`src/rtl/opmt_pkg.sv`:
```
`timescale 1ns / 1ps
// ----------------------------------------------------------------------------
// Optical PWM / Manchester transmitter package
// Shared types and constants for the LED segment encoder.
// ----------------------------------------------------------------------------
package opmt_pkg;

	localparam int PERIOD_W = 22;
	localparam int DUR_W    = 22;
	localparam int BYTE_W   = 8;
	localparam int SEG_W    = 5;
	localparam int RECIP_W  = 20;
	localparam int Q_DEPTH  = 2;
	localparam int Q_AW     = 1;
	localparam int Q_CW     = 2;

	// floor(2^22 / 5); quotient estimate is low by at most one
	localparam logic [RECIP_W-1:0] RECIP5 = 20'd838860;

	localparam logic [SEG_W-1:0] SEG_LAST_BIT = 5'd15;
	localparam logic [SEG_W-1:0] SEG_IDLE     = 5'd16;

	localparam logic MODE_PULSE      = 1'b0;
	localparam logic MODE_MANCHESTER = 1'b1;

	typedef enum logic [1:0] {
		REG_PERIOD     = 2'd0,
		REG_DEFAULT_ON = 2'd1,
		REG_LED_SELECT = 2'd2
	} reg_idx_t;

	typedef struct packed {
		logic [PERIOD_W-1:0] period_us;
		logic                default_on;
		logic                led_select;
	} cfg_t;

	typedef struct packed {
		logic en;
		logic led;
		logic level;
	} idle_drive_t;

	typedef struct packed {
		logic [BYTE_W-1:0] data_byte;
		logic              mode;
		logic              eom;
		logic              led;
		logic              lvl;
		logic              idle_lvl;
		logic [DUR_W-1:0]  t_short;
		logic [DUR_W-1:0]  t_long;
		logic [DUR_W-1:0]  t_half;
	} job_t;

endpackage

```
`src/rtl/optical_pwm_manchester_tx_top.sv`:
```
`timescale 1ns / 1ps
// ----------------------------------------------------------------------------
// Optical PWM / Manchester transmitter
// Turns bytes into timed LED pin segments in pulse-width or Manchester code.
// ----------------------------------------------------------------------------
//  channel   direction  beat contents
//  s_*       in         tdata[7:0] data_byte, tuser mode, tlast end_of_message
//  m_*       out        tdata pin_level, led_id, duration_us; tlast last
//  apb       in/out     0x0 period_us, 0x4 default_on, 0x8 led_select
//
//  Each byte yields 16 segments, 17 with end of message, one per cycle from
//  the segment sequencer while m_tready does not stall it. A byte passes the
//  front-end registers s1 and s2 before it is written to the queue, and its
//  segments leave through the sequencer's output register; the two-entry queue
//  lets the input take further bytes while the sequencer or m_tready stalls.
//  Reset is asynchronous: both pins idle high, registers take their defaults.
// ----------------------------------------------------------------------------
module optical_pwm_manchester_tx_top (
	input  logic        clk,
	input  logic        arst_n,
	input  logic        psel,
	input  logic        penable,
	input  logic        pwrite,
	input  logic [3:0]  paddr,
	input  logic [31:0] pwdata,
	output logic [31:0] prdata,
	output logic        pready,
	input  logic        s_tvalid,
	output logic        s_tready,
	input  logic [7:0]  s_tdata,   // [7:0] data_byte
	input  logic        s_tuser,   // [0] mode
	input  logic        s_tlast,
	output logic        m_tvalid,
	input  logic        m_tready,
	output logic [23:0] m_tdata,   // [0] pin_level, [1] led_id, [23:2] duration_us
	output logic        m_tlast
);
	import opmt_pkg::*;

	logic                wr;
	reg_idx_t            idx;
	logic [PERIOD_W-1:0] period_q;
	logic                default_on_q;
	logic                led_select_q;
	cfg_t                cfg;
	idle_drive_t         idle;
	logic                push;
	logic                full;
	logic                pop;
	logic                head_valid;
	job_t                job;
	job_t                head;
	logic                pin_level;
	logic                led_id;
	logic [DUR_W-1:0]    duration_us;

	assign pready = 1'b1;
	assign wr     = psel && penable && pwrite && pready;
	assign idx    = reg_idx_t'(paddr[3:2]);

	always_ff @(posedge clk or negedge arst_n) begin
		if (!arst_n) begin
			period_q     <= 22'd66666;
			default_on_q <= 1'b0;
			led_select_q <= 1'b1;
		end else if (wr) begin
			unique case (idx)
				REG_PERIOD:     period_q     <= pwdata[PERIOD_W-1:0];
				REG_DEFAULT_ON: default_on_q <= pwdata[0];
				REG_LED_SELECT: led_select_q <= pwdata[0];
				default: ;
			endcase
		end
	end

	always_comb begin
		unique case (idx)
			REG_PERIOD:     prdata = {{(32-PERIOD_W){1'b0}}, period_q};
			REG_DEFAULT_ON: prdata = {31'd0, default_on_q};
			REG_LED_SELECT: prdata = {31'd0, led_select_q};
			default:        prdata = '0;
		endcase
	end

	assign cfg.period_us  = period_q;
	assign cfg.default_on = default_on_q;
	assign cfg.led_select = led_select_q;

	assign idle.en    = wr && (idx == REG_DEFAULT_ON);
	assign idle.led   = led_select_q;
	assign idle.level = ~pwdata[0];

	opmt_front u_front (
		.clk      (clk),
		.arst_n   (arst_n),
		.cfg      (cfg),
		.idle     (idle),
		.in_valid (s_tvalid),
		.in_ready (s_tready),
		.in_byte  (s_tdata),
		.in_mode  (s_tuser),
		.in_eom   (s_tlast),
		.full     (full),
		.push     (push),
		.job      (job)
	);

	opmt_queue u_queue (
		.clk        (clk),
		.arst_n     (arst_n),
		.push       (push),
		.wr_job     (job),
		.full       (full),
		.pop        (pop),
		.head_valid (head_valid),
		.head       (head)
	);

	opmt_back u_back (
		.clk         (clk),
		.arst_n      (arst_n),
		.head_valid  (head_valid),
		.head        (head),
		.pop         (pop),
		.out_valid   (m_tvalid),
		.out_ready   (m_tready),
		.pin_level   (pin_level),
		.led_id      (led_id),
		.duration_us (duration_us),
		.last        (m_tlast)
	);

	assign m_tdata = {duration_us, led_id, pin_level};

endmodule

```
`src/rtl/opmt_front.sv`:
```
`timescale 1ns / 1ps
// ----------------------------------------------------------------------------
// Front end
// Accepts bytes, tracks LED pin levels and derives the segment durations.
// ----------------------------------------------------------------------------
module opmt_front (
	input  logic                         clk,
	input  logic                         arst_n,
	input  opmt_pkg::cfg_t               cfg,
	input  opmt_pkg::idle_drive_t        idle,
	input  logic                         in_valid,
	output logic                         in_ready,
	input  logic [opmt_pkg::BYTE_W-1:0]  in_byte,
	input  logic                         in_mode,
	input  logic                         in_eom,
	input  logic                         full,
	output logic                         push,
	output opmt_pkg::job_t               job
);
	import opmt_pkg::*;

	logic                        acc;
	logic                        adv1;
	logic                        ready_s2;
	logic [1:0]                  pin_q;
	logic                        v_s1;
	logic                        v_s2;
	job_t                        job_s1;
	job_t                        job_s2;
	logic [PERIOD_W-1:0]         period_s1;
	logic [PERIOD_W-1:0]         period_s2;
	logic [PERIOD_W+RECIP_W-1:0] prod;
	logic [RECIP_W-1:0]          q0_s2;
	logic [PERIOD_W-1:0]         five_q;
	logic [PERIOD_W-1:0]         diff;
	logic [3:0]                  r;
	logic                        ge;
	logic                        rem_nz;
	logic [DUR_W-1:0]            t_short;

	assign acc      = in_valid && in_ready;
	assign ready_s2 = !v_s2 || !full;
	assign adv1     = v_s1 && ready_s2;
	assign in_ready = !v_s1 || ready_s2;
	assign push     = v_s2 && !full;

	always_ff @(posedge clk or negedge arst_n) begin
		if (!arst_n) begin
			pin_q <= 2'b11;
		end else if (idle.en) begin
			pin_q[idle.led] <= idle.level;
		end else if (acc) begin
			if (in_eom) begin
				pin_q[cfg.led_select] <= ~cfg.default_on;
			end else if (in_mode == MODE_MANCHESTER) begin
				pin_q[cfg.led_select] <= ~in_byte[BYTE_W-1];
			end
		end
	end

	always_ff @(posedge clk or negedge arst_n) begin
		if (!arst_n) begin
			v_s1 <= 1'b0;
			v_s2 <= 1'b0;
		end else begin
			if (acc) begin
				v_s1 <= 1'b1;
			end else if (adv1) begin
				v_s1 <= 1'b0;
			end
			if (adv1) begin
				v_s2 <= 1'b1;
			end else if (push) begin
				v_s2 <= 1'b0;
			end
		end
	end

	always_ff @(posedge clk) begin
		if (acc) begin
			job_s1.data_byte <= in_byte;
			job_s1.mode      <= in_mode;
			job_s1.eom       <= in_eom;
			job_s1.led       <= cfg.led_select;
			job_s1.lvl       <= pin_q[cfg.led_select];
			job_s1.idle_lvl  <= ~cfg.default_on;
			job_s1.t_short   <= '0;
			job_s1.t_long    <= '0;
			job_s1.t_half    <= '0;
			period_s1        <= cfg.period_us;
		end
		if (adv1) begin
			job_s2    <= job_s1;
			period_s2 <= period_s1;
			q0_s2     <= prod[PERIOD_W+RECIP_W-1:PERIOD_W];
		end
	end

	assign prod = period_s1 * RECIP5;

	// correct the quotient estimate by at most one
	always_comb begin
		five_q  = {q0_s2, 2'b00} + {2'b00, q0_s2};
		diff    = period_s2 - five_q;
		r       = diff[3:0];
		ge      = (r >= 4'd5);
		rem_nz  = ge ? (r != 4'd5) : (r != 4'd0);
		t_short = {2'b00, q0_s2} + {{(DUR_W-1){1'b0}}, ge};
		job         = job_s2;
		job.t_short = t_short;
		job.t_long  = period_s2 - t_short - {{(DUR_W-1){1'b0}}, rem_nz};
		job.t_half  = {1'b0, period_s2[PERIOD_W-1:1]};
	end

endmodule

```
`src/rtl/opmt_queue.sv`:
```
`timescale 1ns / 1ps
// ----------------------------------------------------------------------------
// Job queue
// Two-entry queue between the front end and the segment sequencer.
// ----------------------------------------------------------------------------
module opmt_queue (
	input  logic           clk,
	input  logic           arst_n,
	input  logic           push,
	input  opmt_pkg::job_t wr_job,
	output logic           full,
	input  logic           pop,
	output logic           head_valid,
	output opmt_pkg::job_t head
);
	import opmt_pkg::*;

	job_t            mem_q [Q_DEPTH];
	logic [Q_AW-1:0] wr_q;
	logic [Q_AW-1:0] rd_q;
	logic [Q_CW-1:0] cnt_q;

	assign full       = (cnt_q == Q_CW'(Q_DEPTH));
	assign head_valid = (cnt_q != '0);
	assign head       = mem_q[rd_q];

	always_ff @(posedge clk) begin
		if (push) begin
			mem_q[wr_q] <= wr_job;
		end
	end

	always_ff @(posedge clk or negedge arst_n) begin
		if (!arst_n) begin
			wr_q  <= '0;
			rd_q  <= '0;
			cnt_q <= '0;
		end else begin
			if (push) begin
				wr_q <= wr_q + 1'b1;
			end
			if (pop) begin
				rd_q <= rd_q + 1'b1;
			end
			if (push && !pop) begin
				cnt_q <= cnt_q + 1'b1;
			end else if (pop && !push) begin
				cnt_q <= cnt_q - 1'b1;
			end
		end
	end

	a_no_overflow: assert property (@(posedge clk) disable iff (!arst_n)
		push |-> !full)
		else $error("queue written while full");

endmodule

```
`src/rtl/opmt_back.sv`:
```
`timescale 1ns / 1ps
// ----------------------------------------------------------------------------
// Segment sequencer
// Expands one queued byte into its pin segments, one per cycle while out_ready does not stall it.
// ----------------------------------------------------------------------------
module opmt_back (
	input  logic                        clk,
	input  logic                        arst_n,
	input  logic                        head_valid,
	input  opmt_pkg::job_t              head,
	output logic                        pop,
	output logic                        out_valid,
	input  logic                        out_ready,
	output logic                        pin_level,
	output logic                        led_id,
	output logic [opmt_pkg::DUR_W-1:0]  duration_us,
	output logic                        last
);
	import opmt_pkg::*;

	logic [SEG_W-1:0] cnt_q;
	logic             load;
	logic             fin;
	logic [2:0]       bit_i;
	logic             half;
	logic             pwm_bit;
	logic             man_bit;
	logic             seg_level;
	logic [DUR_W-1:0] seg_dur;
	logic             seg_last;
	logic             out_v_q;
	logic             pin_q;
	logic             led_q;
	logic [DUR_W-1:0] dur_q;
	logic             last_q;

	assign bit_i   = cnt_q[3:1];
	assign half    = cnt_q[0];
	assign pwm_bit = head.data_byte[3'd7 - bit_i];
	assign man_bit = head.data_byte[bit_i];
	assign fin     = head.eom ? (cnt_q == SEG_IDLE) : (cnt_q == SEG_LAST_BIT);
	assign load    = head_valid && (!out_v_q || out_ready);
	assign pop     = load && fin;

	always_comb begin
		seg_last = fin;
		if (cnt_q == SEG_IDLE) begin
			seg_level = head.idle_lvl;
			seg_dur   = '0;
		end else if (head.mode == MODE_MANCHESTER) begin
			seg_level = man_bit ^ half;
			seg_dur   = head.t_half;
		end else begin
			seg_level = head.lvl ^ ~half;
			seg_dur   = (pwm_bit ^ half) ? head.t_long : head.t_short;
		end
	end

	always_ff @(posedge clk or negedge arst_n) begin
		if (!arst_n) begin
			cnt_q   <= '0;
			out_v_q <= 1'b0;
		end else begin
			if (pop) begin
				cnt_q <= '0;
			end else if (load) begin
				cnt_q <= cnt_q + 1'b1;
			end
			if (load) begin
				out_v_q <= 1'b1;
			end else if (out_ready) begin
				out_v_q <= 1'b0;
			end
		end
	end

	always_ff @(posedge clk) begin
		if (load) begin
			pin_q  <= seg_level;
			led_q  <= head.led;
			dur_q  <= seg_dur;
			last_q <= seg_last;
		end
	end

	assign out_valid   = out_v_q;
	assign pin_level   = pin_q;
	assign led_id      = led_q;
	assign duration_us = dur_q;
	assign last        = last_q;

	a_cnt_range: assert property (@(posedge clk) disable iff (!arst_n)
		cnt_q <= SEG_IDLE)
		else $error("segment counter out of range");

	a_idle_only_eom: assert property (@(posedge clk) disable iff (!arst_n)
		(load && cnt_q == SEG_IDLE) |-> head.eom)
		else $error("idle segment without end of message");

	a_pop_rewinds: assert property (@(posedge clk) disable iff (!arst_n)
		pop |=> (cnt_q == '0))
		else $error("segment counter not rewound after pop");

endmodule

```
`config.mk`:
```
export PLATFORM = sky130hd
export DESIGN_NAME = optical_pwm_manchester_tx_top
export DESIGN_NICKNAME = d
export VERILOG_FILES = /design/src/rtl/opmt_pkg.sv /design/src/rtl/optical_pwm_manchester_tx_top.sv /design/src/rtl/opmt_front.sv /design/src/rtl/opmt_queue.sv /design/src/rtl/opmt_back.sv
export SDC_FILE = /design/constraint.sdc
export NUM_CORES = 1
export LEC_CHECK = 0
export BUFFER_PORTS_ARGS = -buffer_cell sky130_fd_sc_hd__buf_4
export CAP_MARGIN = 40
export CELL_PAD_IN_SITES_DETAIL_PLACEMENT = 1
export CELL_PAD_IN_SITES_GLOBAL_PLACEMENT = 2
export CORE_MARGIN = 10
export CORE_UTILIZATION = 45
export CTS_BUF_LIST = sky130_fd_sc_hd__clkbuf_4 sky130_fd_sc_hd__clkbuf_8
export CTS_CLUSTER_DIAMETER = 50
export DETAILED_ROUTE_END_ITERATION = 8
export HOLD_SLACK_MARGIN = 0.05
export PLACE_DENSITY = 0.87
export SETUP_SLACK_MARGIN = 0.1
export SYNTH_ARGS = -nofsm -noshare
export SYNTH_HDL_FRONTEND = slang
export SYNTH_HIERARCHICAL = 1
export SYNTH_SLANG_ARGS = --single-unit
```
`constraint.sdc`:
```
create_clock -name clk -period 6.96 [get_ports clk]
set_input_delay 0.348 -clock clk [delete_from_list [all_inputs] [get_ports clk]]
set_output_delay 0.348 -clock clk [all_outputs]
set_load 0.02 [all_outputs]
```
==> results of run 1 <==
==> worst register-to-register path, stage by stage (launching register included) <==
cell	delay, ns
edfxtp_1	0.50
ha_1	0.36
inv_1	0.14
fa_1	0.59
inv_1	0.07
fa_1	0.54
inv_1	0.08
fa_1	0.51
fa_1	0.52
fa_1	0.54
inv_1	0.04
ha_1	0.40
nand2_1	0.15
nor3_1	0.44
nand4_1	0.15
o211ai_1	0.37
a21oi_1	0.24
o31ai_1	0.37
xnor2_1	0.13
==> synth_stat cells (29+ instances only) <==
library cell	n
mux2_4	79
buf_4	37
a21oi_1	52
nor2_1	131
fa_1	140
dfrtp_1	29
inv_1	326
xor2_1	37
clkbuf_1	29
nand2_1	54
xnor2_1	37
edfxtp_1	273
ha_1	214
==> flip-flops by register name, indices dropped and copies added (netlist names), 2 cells and up <==
register / cells
u_front/q0_s2: 20
u_front/job_s1: 13
u_front/period_s2: 22
period_q: 22
u_front/job: 13
u_back/duration_us: 22
u_queue/mem_q: 158
u_front/pin_q: 2
u_front/period_s1: 22
u_back/cnt_q: 5
u_queue/cnt_q: 2
==> routing by layer <==
metal	global-route usage	vias to the layer above	routed length [microns]
li1	-	6519	-
met5	0	-	0
met4	0.0603	0	1480
met3	0.0303	95	2060
met1	0.224	7146	23800
met2	0.340	280	28500
==> cells by family after synthesis <==
kind of cell               Yosys count
buffers and inverters              413
and+or+nand+nor                    314
xor gates and xnor gates            74
other                                3
DFF                                311
adders and majority gates          354
AOI/OAI and AO/OA                  247
muxes                              118
==> area by class of cell <==
class / instances / area share
multi-input combinational: 1120 / 0.449
sequential: 311 / 0.369
tap: 664 / 0.0335
clock inverter: 37 / 0.0148
inverter: 327 / 0.0495
timing repair buffer: 139 / 0.0476
clock buffer: 70 / 0.0361
==> cells in the final DEF (no fill, tap or decap), types with 28 or more instances in the layout <==
cell	instances
nand2_1	54
a21oi_1	52
xnor2_1	37
buf_4	99
ha_1	214
mux2_4	79
dfrtp_1	28
fa_1	140
nor2_1	131
clkbuf_8	59
edfxtp_1	273
xor2_1	37
inv_1	326
dlygate4sd3_1	35
==> through the flow <==
step	area, sq um	hold WS, ns	setup slack, ns
2_1_floorplan	22100	0.0524	1.58
3_3_place_gp	23100	0.352	0.700
3_5_place_dp	23200	0.360	0.592
4_1_cts	24800	0.0937	0.578
5_1_grt	24800	0.113	0.253
6_report	24800	0.136	0.550
==> how the worst max path moves through the flow <==
stage                                      from  slack, ns                 to  cells after the start
final                     u_front/period_s1[12]       0.55  u_front/q0_s2[19]                     18
after floorplan           u_front/period_s1[11]       1.58  u_front/q0_s2[19]                     19
after CTS                 u_front/period_s1[12]       0.58  u_front/q0_s2[19]                     18
after global routing      u_front/period_s1[12]       0.25  u_front/q0_s2[19]                     18
after global placement    u_front/period_s1[11]       0.70  u_front/q0_s2[19]                     18
after detailed placement  u_front/period_s1[12]       0.59  u_front/q0_s2[19]                     18
==> summary.md, run 1 <==
| Metric | Value |
|---|---|
| Outcome | `complete, no violations` |
| Fraction of layout cells with a size suffix above 1 | `0.171` |
| Cell family with most CP delay | `adder cells` |
| Critical R2R Capture | `u_front/q0_s2[19]` |
| Multi-input gate area | `about 11000 sq um` |
| Setup TNS | `0 ns` |
| Num CTS Buffers | `57` |
| HPWL after detailed placement | `approximately 43000 microns` |
| Fmax | `156 MHz` |
| Row cnt | `81` |
| Post-synthesis xor/xnor area fraction | `0.0293` |
| Resized cells post-CTS | `0` |
| Fillcell total | `between 5000 and 6000` |
| Main combinational cell family by area after synthesis | `adder cells` |
| Global route overflow | `0` |
| Die Y-Extent | `242 microns` |
| Initial detailed-routing violation count | `760` |
| RSZ-0062 raised after global routing | `no` |
| Worst R2R Start | `u_front/period_s1[12]` |
| Core box area | `between 40000 and 50000 sq um` |
| Distinct cells, synth | `90` |
| Slowest CP cell | `fa_1` |
| Vias per cell | `around 5.3` |
| CP cell instances | `ha_1 -> inv_1 -> fa_1 -> inv_1 -> fa_1 -> inv_1 -> fa_1 -> fa_1 -> fa_1 -> inv_1 -> ha_1 -> nand2_1 -> nor3_1 -> nand4_1 -> o211ai_1 -> a21oi_1 -> o31ai_1 -> xnor2_1` |
| # IOs | `roughly 110` |
| Adder-Cell Fraction of Synth Area | `0.248` |
| Antenna viol nets, final | `0` |
| Crit start category | `flop` |
| Largest buffer count on any clock path | `3` |
| Vias in the first global route | `15800` |
| Clock sinks | `a little over 300` |
| Synth Register Bits | `around 310` |
| Cell count after synthesis | `~1800` |
| Final hold vios | `0` |
| DRC viols | `0` |
| Avg WL per Cell | `between 20 and 25 microns` |
| Post-synth EDFFs | `273` |
| CP dominant cell by count | `fa_1` |
| Drt total wl | `between 50000 and 60000 microns` |
| Initial core utilization | `0.454` |
| Global Route Usage Sum | `0.188` |
| Final period utilization | `0.921` |
| Drt pass-1 iters | `5` |
| Crit path kind | `flop to flop` |
| Largest net degree at the start of global routing | `slightly below 60` |
| Hold endpoint | `led_select_q` |
| Initial antenna violation count | `0` |
| DR vias | `14000` |
| Worst slew margin | `0.348` |
| Mapped cell area | `between 20000 and 25000 sq um` |
| Synth area leader | `edfxtp_1` |
| Slew at the pin closest to its max-slew limit | `0.972 ns` |
| Worst-path clk slew | `about 0.06 ns` |
| Die width | `242 microns` |
| Top cell type's share of synthesized area | `0.371` |
| Diode count | `0` |
| Final setup viols | `0` |
| Syn Area/Cell | `12.1 sq um` |
| CTS Root Cell | `clkbuf_8` |
| Hold depth | `3` |
| Async SR Flop Fraction | `0.122` |
| Area contributors post-synth | `edfxtp_1 37%, fa_1 13%, ha_1 12%, inv_1 5.5%, mux2_4 5.4%` |
| Post-CTS Hold Buffers | `35` |
| Number of max-cap violations | `0` |
| CP Capture Type | `flop` |
| Hold WC Path Type | `input pin to flop` |
| Post-synthesis simple-gate area fraction | `0.0697` |
| Area fraction in compound gates after synthesis | `0.0800` |
| Crit path buf inv count | `4` |
| Non-Filler Instances | `2668` |
| Sequential element share of the synthesized area | `0.414` |
| Final #Nets | `2363` |
| Post-synthesis mux area share | `0.0741` |
| Min-delay src | `paddr[2]` |
| FF/Latch Area | `approximately 9200 sq um` |
| Slack of the worst reg-to-reg path | `roughly 0.55 ns` |
| Synth warn | `6` |
| Placed Cells | `2526` |
| Postcts setup bufs | `0` |
| Worst-skew pair later-pin latency | `between 0.6 and 0.7 ns` |
| Worst R2R Path Depth | `18` |
| Htree depth | `2` |
| Worst Skew | `~0.023 ns` |
| Fin util | `0.509` |
| CP required | `7.34 ns` |
| Port Buffer Count | `between 80 and 90` |
| CTS tree | `done` |
| Global-route wire length before repair | `just under 90000 microns` |
| Arr. time, crit path | `between 6 and 7 ns` |
| Fin crit period | `approximately 6.4 ns` |
| Die area | `~58000 sq um` |
| Max stage delay on crit path | `about 0.59 ns` |
| Top FF cell, synth | `edfxtp_1` |
| Final Max Slew Viols | `0` |
| Area growth, synth to finish | `12.2%` |
| Routability cong. | `0.886` |
| Critical Path Fanout Max | `7` |
Power of run 1 is left out: the tool's default activity adds up to more than one toggle a clock period on the data nets, which glitch-free logic cannot reach.
==> inputs of run 2 (changes only) <==
Settings changed: PLACE_DENSITY 0.87 to 0.86, SYNTH_HIERARCHICAL 1 to unset.
==> summary.md, run 2 <==
| Metric | Value |
|---|---|
| Cell family with most CP delay | `adder cells` |
| CP required | `7.37 ns (+0.03 ns)` |
| Top FF cell, synth | `edfxtp_1` |
| Slack of the worst reg-to-reg path | `0.61 ns (+0.06 ns)` |
| Global route overflow | `0 (unchanged)` |
| Slew at the pin closest to its max-slew limit | `0.903 ns (-0.0686 ns)` |
| Largest net degree at the start of global routing | `66 (+12%)` |
| # IOs | `113 (unchanged)` |
| Hold depth | `3 (unchanged)` |
| Max stage delay on crit path | `0.55 ns (-0.04 ns)` |
| Post-synthesis simple-gate area fraction | `0.0595 (-0.0102)` |
| Vias in the first global route | `13900 (-12%)` |
| Postcts setup bufs | `0 (unchanged)` |
| Hold endpoint | `led_select_q` |
| Multi-input gate area | `9750 sq um (-13%)` |
| CTS Root Cell | `clkbuf_8` |
| Crit start category | `flop` |
| Main combinational cell family by area after synthesis | `adder cells` |
| Critical R2R Capture | `u_front.q0_s2[19]` |
| Vias per cell | `5.11 (-3.0%)` |
| Initial core utilization | `0.458 (+0.00434)` |
| Arr. time, crit path | `6.76 ns (-0.03 ns)` |
| Crit path kind | `flop to flop` |
| CP Launch Point | `u_front.period_s1[8]` |
| Routability cong. | `0.923 (+4.2%)` |
| Fin crit period | `6.35 ns (-0.0585 ns)` |
| Worst R2R Start | `u_front.period_s1[8]` |
| Post-synth EDFFs | `269 (-1.5%)` |
| Most common cell in the netlist | `inv_1` |
| HPWL after detailed placement | `36800 microns (-14%)` |
| Mapped cell area | `20300 sq um (-8.0%)` |
| Area fraction in compound gates after synthesis | `0.0580 (-0.0221)` |
| Diode count | `0 (unchanged)` |
| Critical Path Fanout Max | `6 (-1)` |
| CP Capture Type | `flop` |
| Area growth, synth to finish | `13.6%` |
| Final Max Slew Viols | `0 (unchanged)` |
| Adder-Cell Fraction of Synth Area | `0.270 (+0.0222)` |
| Fmax | `157 MHz (+0.92%)` |
| Die area | `54100 sq um (-7.4%)` |
| Worst Skew | `0.0389 ns (+0.0157 ns)` |
| Cell count after synthesis | `1638 (-11%)` |
| DR vias | `12500 (-11%)` |
| Slowest CP cell | `fa_1` |
| Avg WL per Cell | `19.6 microns (-6.3%)` |
| Worst-path clk slew | `0.06 ns (about the same)` |
| Sequential element share of the synthesized area | `0.445 (+0.0302)` |
| Reg with most FFs | `u_queue.mem_q` |
| Number of flip-flops in the largest register | `154 (-2.5%)` |
| Crit path buf inv count | `4 (unchanged)` |
| Final setup viols | `0 (unchanged)` |
| Setup TNS | `0 ns (unchanged)` |
| Hold WC Path Type | `input pin to flop` |
| Fillcell total | `4622 (-9.3%)` |
| FF/Latch Area | `9040 sq um (-1.4%)` |
| Commonest cells post-synth | `329 x inv_1, 269 x edfxtp_1, 215 x ha_1` |
| Global-route wire length before repair | `76000 microns (-13%)` |
| Min-delay src | `paddr[2]` |
| Drt total wl | `47800 microns (-14%)` |
| Number of max-cap violations | `0 (unchanged)` |
| Syn Area/Cell | `12.4 sq um (+3.0%)` |
| Final period utilization | `0.913 (-0.00841)` |
| Row cnt | `77 (-4.9%)` |
| Post-synthesis xor/xnor area fraction | `0.0349 (+0.00563)` |
| Initial detailed-routing violation count | `742 (-2.4%)` |
| Die Y-Extent | `233 microns (-3.8%)` |
| Async SR Flop Fraction | `0.124 (+0.00159)` |
| Antenna viol nets, final | `0 (unchanged)` |
| Worst slew margin | `0.398 (+0.0496)` |
| Num CTS Buffers | `55 (-3.5%)` |
| Largest buffer count on any clock path | `3 (unchanged)` |
| DRC viols | `0 (unchanged)` |
| Placed cell area | `21500 sq um (-7.1%)` |
| Distinct cells, synth | `72 (-20%)` |
| Drt pass-1 iters | `5 (unchanged)` |
| Clock sinks | `307 (-1.3%)` |
| Synth warn | `0 (-6)` |
| Worst-skew pair later-pin latency | `0.67 ns (about the same)` |
| Global Route Usage Sum | `0.181 (-0.00757)` |
| Area contributors post-synth | `edfxtp_1 40%, fa_1 14%, ha_1 13%, inv_1 6.1%, dfrtp_1 3.6%` |
| Port Buffer Count | `89 (unchanged)` |
| Worst R2R Path Depth | `19 (+1)` |
| Outcome | `complete, no violations` |
| Finished Cell Area | `23100 sq um (-6.9%)` |
| Core box area | `44400 sq um (-8.9%)` |
| CP dominant cell by count | `fa_1` |
| Final #Nets | `2208 (-6.6%)` |
| Synth Register Bits | `307 (-1.3%)` |
| Die width | `233 microns (-3.8%)` |
| Post-synthesis mux area share | `0.0535 (-0.0206)` |
| CTS tree | `done` |
| CP cell instances | `ha_1 -> inv_1 -> fa_1 -> inv_1 -> fa_1 -> fa_1 -> fa_1 -> inv_1 -> fa_1 -> inv_1 -> ha_1 -> a21oi_1 -> o21ai_1 -> a22oi_1 -> a2111oi_2 -> nor4_1 -> o31ai_1 -> a21oi_1 -> xnor2_1` |
| Hold WS | `0.128 ns (-0.00783 ns)` |
| Fraction of layout cells with a size suffix above 1 | `0.138 (-0.0336)` |
| Synth area leader | `edfxtp_1` |
| RSZ-0062 raised after global routing | `no` |
| Most frequent cells in the layout | `329 x inv_1, 269 x edfxtp_1, 215 x ha_1` |
| Top cell type's share of synthesized area | `0.397 (+0.0264)` |
| Fin util | `0.520 (+0.0109)` |
| Initial antenna violation count | `1 (+1)` |
| Htree depth | `2 (unchanged)` |
| Final hold vios | `0 (unchanged)` |
| Commonest non-fill, non-tap cell in the layout | `inv_1` |
## run 2: changes by cell type in the layout (fill, tap and decap cells not counted), sizes merged, moves of 7 or more
cell    before  now
o211ai      25    5
mux4         2    9
o2111a      22    0
mux2       106   31
xnor2       37   54
xor2        37   25
a21o        24   14
o21ai       34   50
mux2i       10   51
nor2       132   66
nand4       17    9
## run 2: metrics by stage
step	setup slack (ns)	instances
after floorplan	1.19	1647
after global placement	0.595	2297
after detailed placement	0.403	2300
after CTS	0.426	2439
after global routing	0.210	2439
final	0.608	2439
## run 2: cells by family (layout without fill, tap and decap cells)
group,after synthesis,after routing
flops,307,307
xor+xnor,79,79
mux,91,91
compound gates,190,190
buf+inv,370,570
other cells,2,11
fa+ha+maj,355,355
simple gates,244,244
## run 2: repair_timing
| item | CTS | global route |
|---|---|---|
| hold buffers | 35 | 0 |
| endpoints found under the setup margin | 0 | 1 |
| endpoints found under the hold margin | 74 | 0 |
| resized for setup | 0 | 2 |
## run 2: tightest hold or removal path, stage by stage
cell	delay (ns)
buf_4	0.12
nor3b_1	0.05
mux2_2	0.21
## run 2: per-layer routing
metal | track usage | vias up | routed length [microns] | part of all wire
met5 | 0 | - | 0 | 0
met4 | 0.0513 | 0 | 1050 | 0.022
li1 | - | 5876 | - | -
met3 | 0.0383 | 64 | 2220 | 0.046
met2 | 0.309 | 233 | 23500 | 0.49
met1 | 0.226 | 6282 | 21100 | 0.44
## run 2: worst max-delay path by stage
stage / endpoint / cells past startpoint
CTS: u_front.q0_s2[19] / 19
global placement: u_front.q0_s2[19] / 19
finish: u_front.q0_s2[19] / 19
global route: u_front.q0_s2[19] / 19
detailed placement: u_front.q0_s2[19] / 19
floorplan: u_front.q0_s2[19] / 19
## run 2: layout make-up
cell class,count,area share
Timing Repair Buffer,137,0.0491
Sequential cell,307,0.391
Multi-Input combinational cell,970,0.422
Clock inverter,29,0.0109
Inverter,329,0.0535
Clock buffer,75,0.0406
Tap cell,592,0.0321
Power of run 2 is left out for the same reason.
==> inputs of run 3 (changes only) <==
Clock period 6.96 ns to 6.5 ns, I/O delays scaled along.
==> summary.md, run 3 (same netlist as run 2, synthesis figures left out) <==
| Metric | Value |
|---|---|
| Non-Filler Instances | `2449 (+0.41%)` |
| Outcome | `complete, no violations` |
| Reg with most FFs | `u_queue.mem_q` |
| Drt pass-1 iters | `4 (-1)` |
| Die area | `54100 sq um (unchanged)` |
| Routability cong. | `0.885 (-4.1%)` |
| CTS tree | `done` |
| Largest net degree at the start of global routing | `66 (unchanged)` |
| Vias in the first global route | `13900 (-0.36%)` |
| Fin util | `0.522 (+0.00231)` |
| Arr. time, crit path | `6.48 ns (-0.28 ns)` |
| Fraction of layout cells with a size suffix above 1 | `0.147 (+0.00903)` |
| Global Route Usage Sum | `0.179 (-0.00157)` |
| Slew at the pin closest to its max-slew limit | `0.902 ns (-0.00184 ns)` |
| Die width | `233 microns (unchanged)` |
| CTS Root Cell | `clkbuf_8` |
| Fin crit period | `6.11 ns (-0.237 ns)` |
| Row cnt | `77 (unchanged)` |
| Largest buffer count on any clock path | `3 (unchanged)` |
| Final Max Slew Viols | `0 (unchanged)` |
| Fmax | `164 MHz (+3.9%)` |
| Port Buffer Count | `89 (unchanged)` |
| Vias per cell | `5.07 (-0.62%)` |
| Placed cell area | `21600 sq um (+0.40%)` |
| Number of max-cap violations | `0 (unchanged)` |
| CP Capture Type | `flop` |
| Hold WC Path Type | `input pin to flop` |
| Initial antenna violation count | `0 (-1)` |
| Finished Cell Area | `23200 sq um (+0.44%)` |
| Num CTS Buffers | `55 (unchanged)` |
| # IOs | `113 (unchanged)` |
| Final setup viols | `0 (unchanged)` |
| Clock sinks | `307 (unchanged)` |
| Worst slew margin | `0.399 (+0.00122)` |
| Slack of the worst reg-to-reg path | `0.39 ns (-0.22 ns)` |
| Final #Nets | `2220 (+0.54%)` |
| Area growth, synth to finish | `14.1%` |
| Global route overflow | `0 (unchanged)` |
| Htree depth | `2 (unchanged)` |
| Avg WL per Cell | `19.4 microns (-1.1%)` |
| Crit start category | `flop` |
| CP required | `6.86 ns (-0.51 ns)` |
| RSZ-0062 raised after global routing | `no` |
| Initial core utilization | `0.458 (unchanged)` |
| Global-route wire length before repair | `76200 microns (+0.30%)` |
| Core box area | `44400 sq um (unchanged)` |
| Final hold vios | `0 (unchanged)` |
| Worst-skew pair later-pin latency | `0.63 ns (-0.04 ns)` |
| Die Y-Extent | `233 microns (unchanged)` |
| Antenna viol nets, final | `0 (unchanged)` |
| DRC viols | `0 (unchanged)` |
| DR vias | `12400 (-0.22%)` |
| HPWL after detailed placement | `36800 microns (about the same)` |
| Worst-path clk slew | `0.06 ns (about the same)` |
| Final period utilization | `0.941 (+0.0282)` |
| Number of flip-flops in the largest register | `154 (unchanged)` |
| Worst Skew | `0.0229 ns (-0.0159 ns)` |
| Commonest non-fill, non-tap cell in the layout | `inv_1` |
| Initial detailed-routing violation count | `500 (-33%)` |
| Drt total wl | `47500 microns (-0.67%)` |
| Placed Cells | `2310 (+0.43%)` |
| Most frequent cells in the layout | `329 x inv_1, 269 x edfxtp_1, 214 x ha_1` |
| Crit path kind | `flop to flop` |
| Critical Path Fanout Max | `5 (-1)` |
## run 3: cell count changes in the layout (fill, tap and decap cells not counted), moves of 2 or more
cell	delta
clkbuf_8	-4
clkinvlp_4	+3
clkinv_4	-2
inv_6	-2
a21oi_1	-2
clkinv_1	-3
clkbuf_4	+5
buf_4	+11
a21oi_2	+2
## run 3: stage by stage
step	worst slack [ns]	hold WS, ns	TNS [ns]
2_1_floorplan	0.729	0.0294	0
3_3_place_gp	0.182	0.341	0
3_5_place_dp	-0.0364	0.347	-0.0364
4_1_cts	0.127	0.0549	0
5_1_grt	0.101	0.0715	0
6_report	0.385	0.107	0
## run 3: repair_timing
| action | CTS | global route |
|---|---|---|
| hold buffers | 35 | 0 |
| pin swaps | 1 | 1 |
| gates resized for setup | 1 | 12 |
| endpoints found under the setup margin | 1 | 5 |
| endpoints found under the hold margin | 74 | 0 |
| setup buffers | 1 | 1 |
## run 3: worst paths after layout
check | from | end | cells after the start
worst max-delay path | u_front.period_s1[7] | u_front.q0_s2[19] | 20
worst min-delay path | paddr[2] | led_select_q | 3
max in group asynchronous | arst_n | period_q[3] | 2
worst min register to register | u_front.job_s1[67] | u_front.job[67] | 0
min in group asynchronous | arst_n | u_back.out_valid | 2
worst max register to register | u_front.period_s1[7] | u_front.q0_s2[19] | 20
## run 3: layout make-up
cell class                 count  area, sq um
multi-input combinational    970         9820
antenna                        1         2.50
timing repair buffer         149         1230
sequential                   307         9040
tap                          592          741
clock buffer                  76          921
fill                        4595        21200
clock inverter                25          203
inverter                     329         1230
## run 3: per-layer routing
| metal | part of all wire | up-vias | routed length (microns) | global-route usage |
|---|---|---|---|---|
| met5 | 0 | - | 0 | 0 |
| met4 | 0.019 | 0 | 913 | 0.0428 |
| met3 | 0.035 | 66 | 1670 | 0.0303 |
| met2 | 0.49 | 186 | 23200 | 0.304 |
| met1 | 0.46 | 6272 | 21700 | 0.235 |
| li1 | - | 5904 | - | - |
## run 3: critical path, cell delays in order, from the launching register on
cell	delay [ns]
edfxtp_1	0.50
ha_1	0.39
inv_1	0.13
fa_1	0.56
inv_1	0.06
fa_1	0.51
fa_1	0.53
fa_1	0.55
inv_1	0.06
fa_1	0.54
inv_1	0.04
ha_1	0.29
buf_4	0.14
nand4_1	0.15
nor2b_1	0.21
a22oi_2	0.13
a2111oi_4	0.35
nor4_4	0.11
o31ai_2	0.31
a21oi_1	0.14
xnor2_1	0.15
Power of run 3 is left out for the same reason.
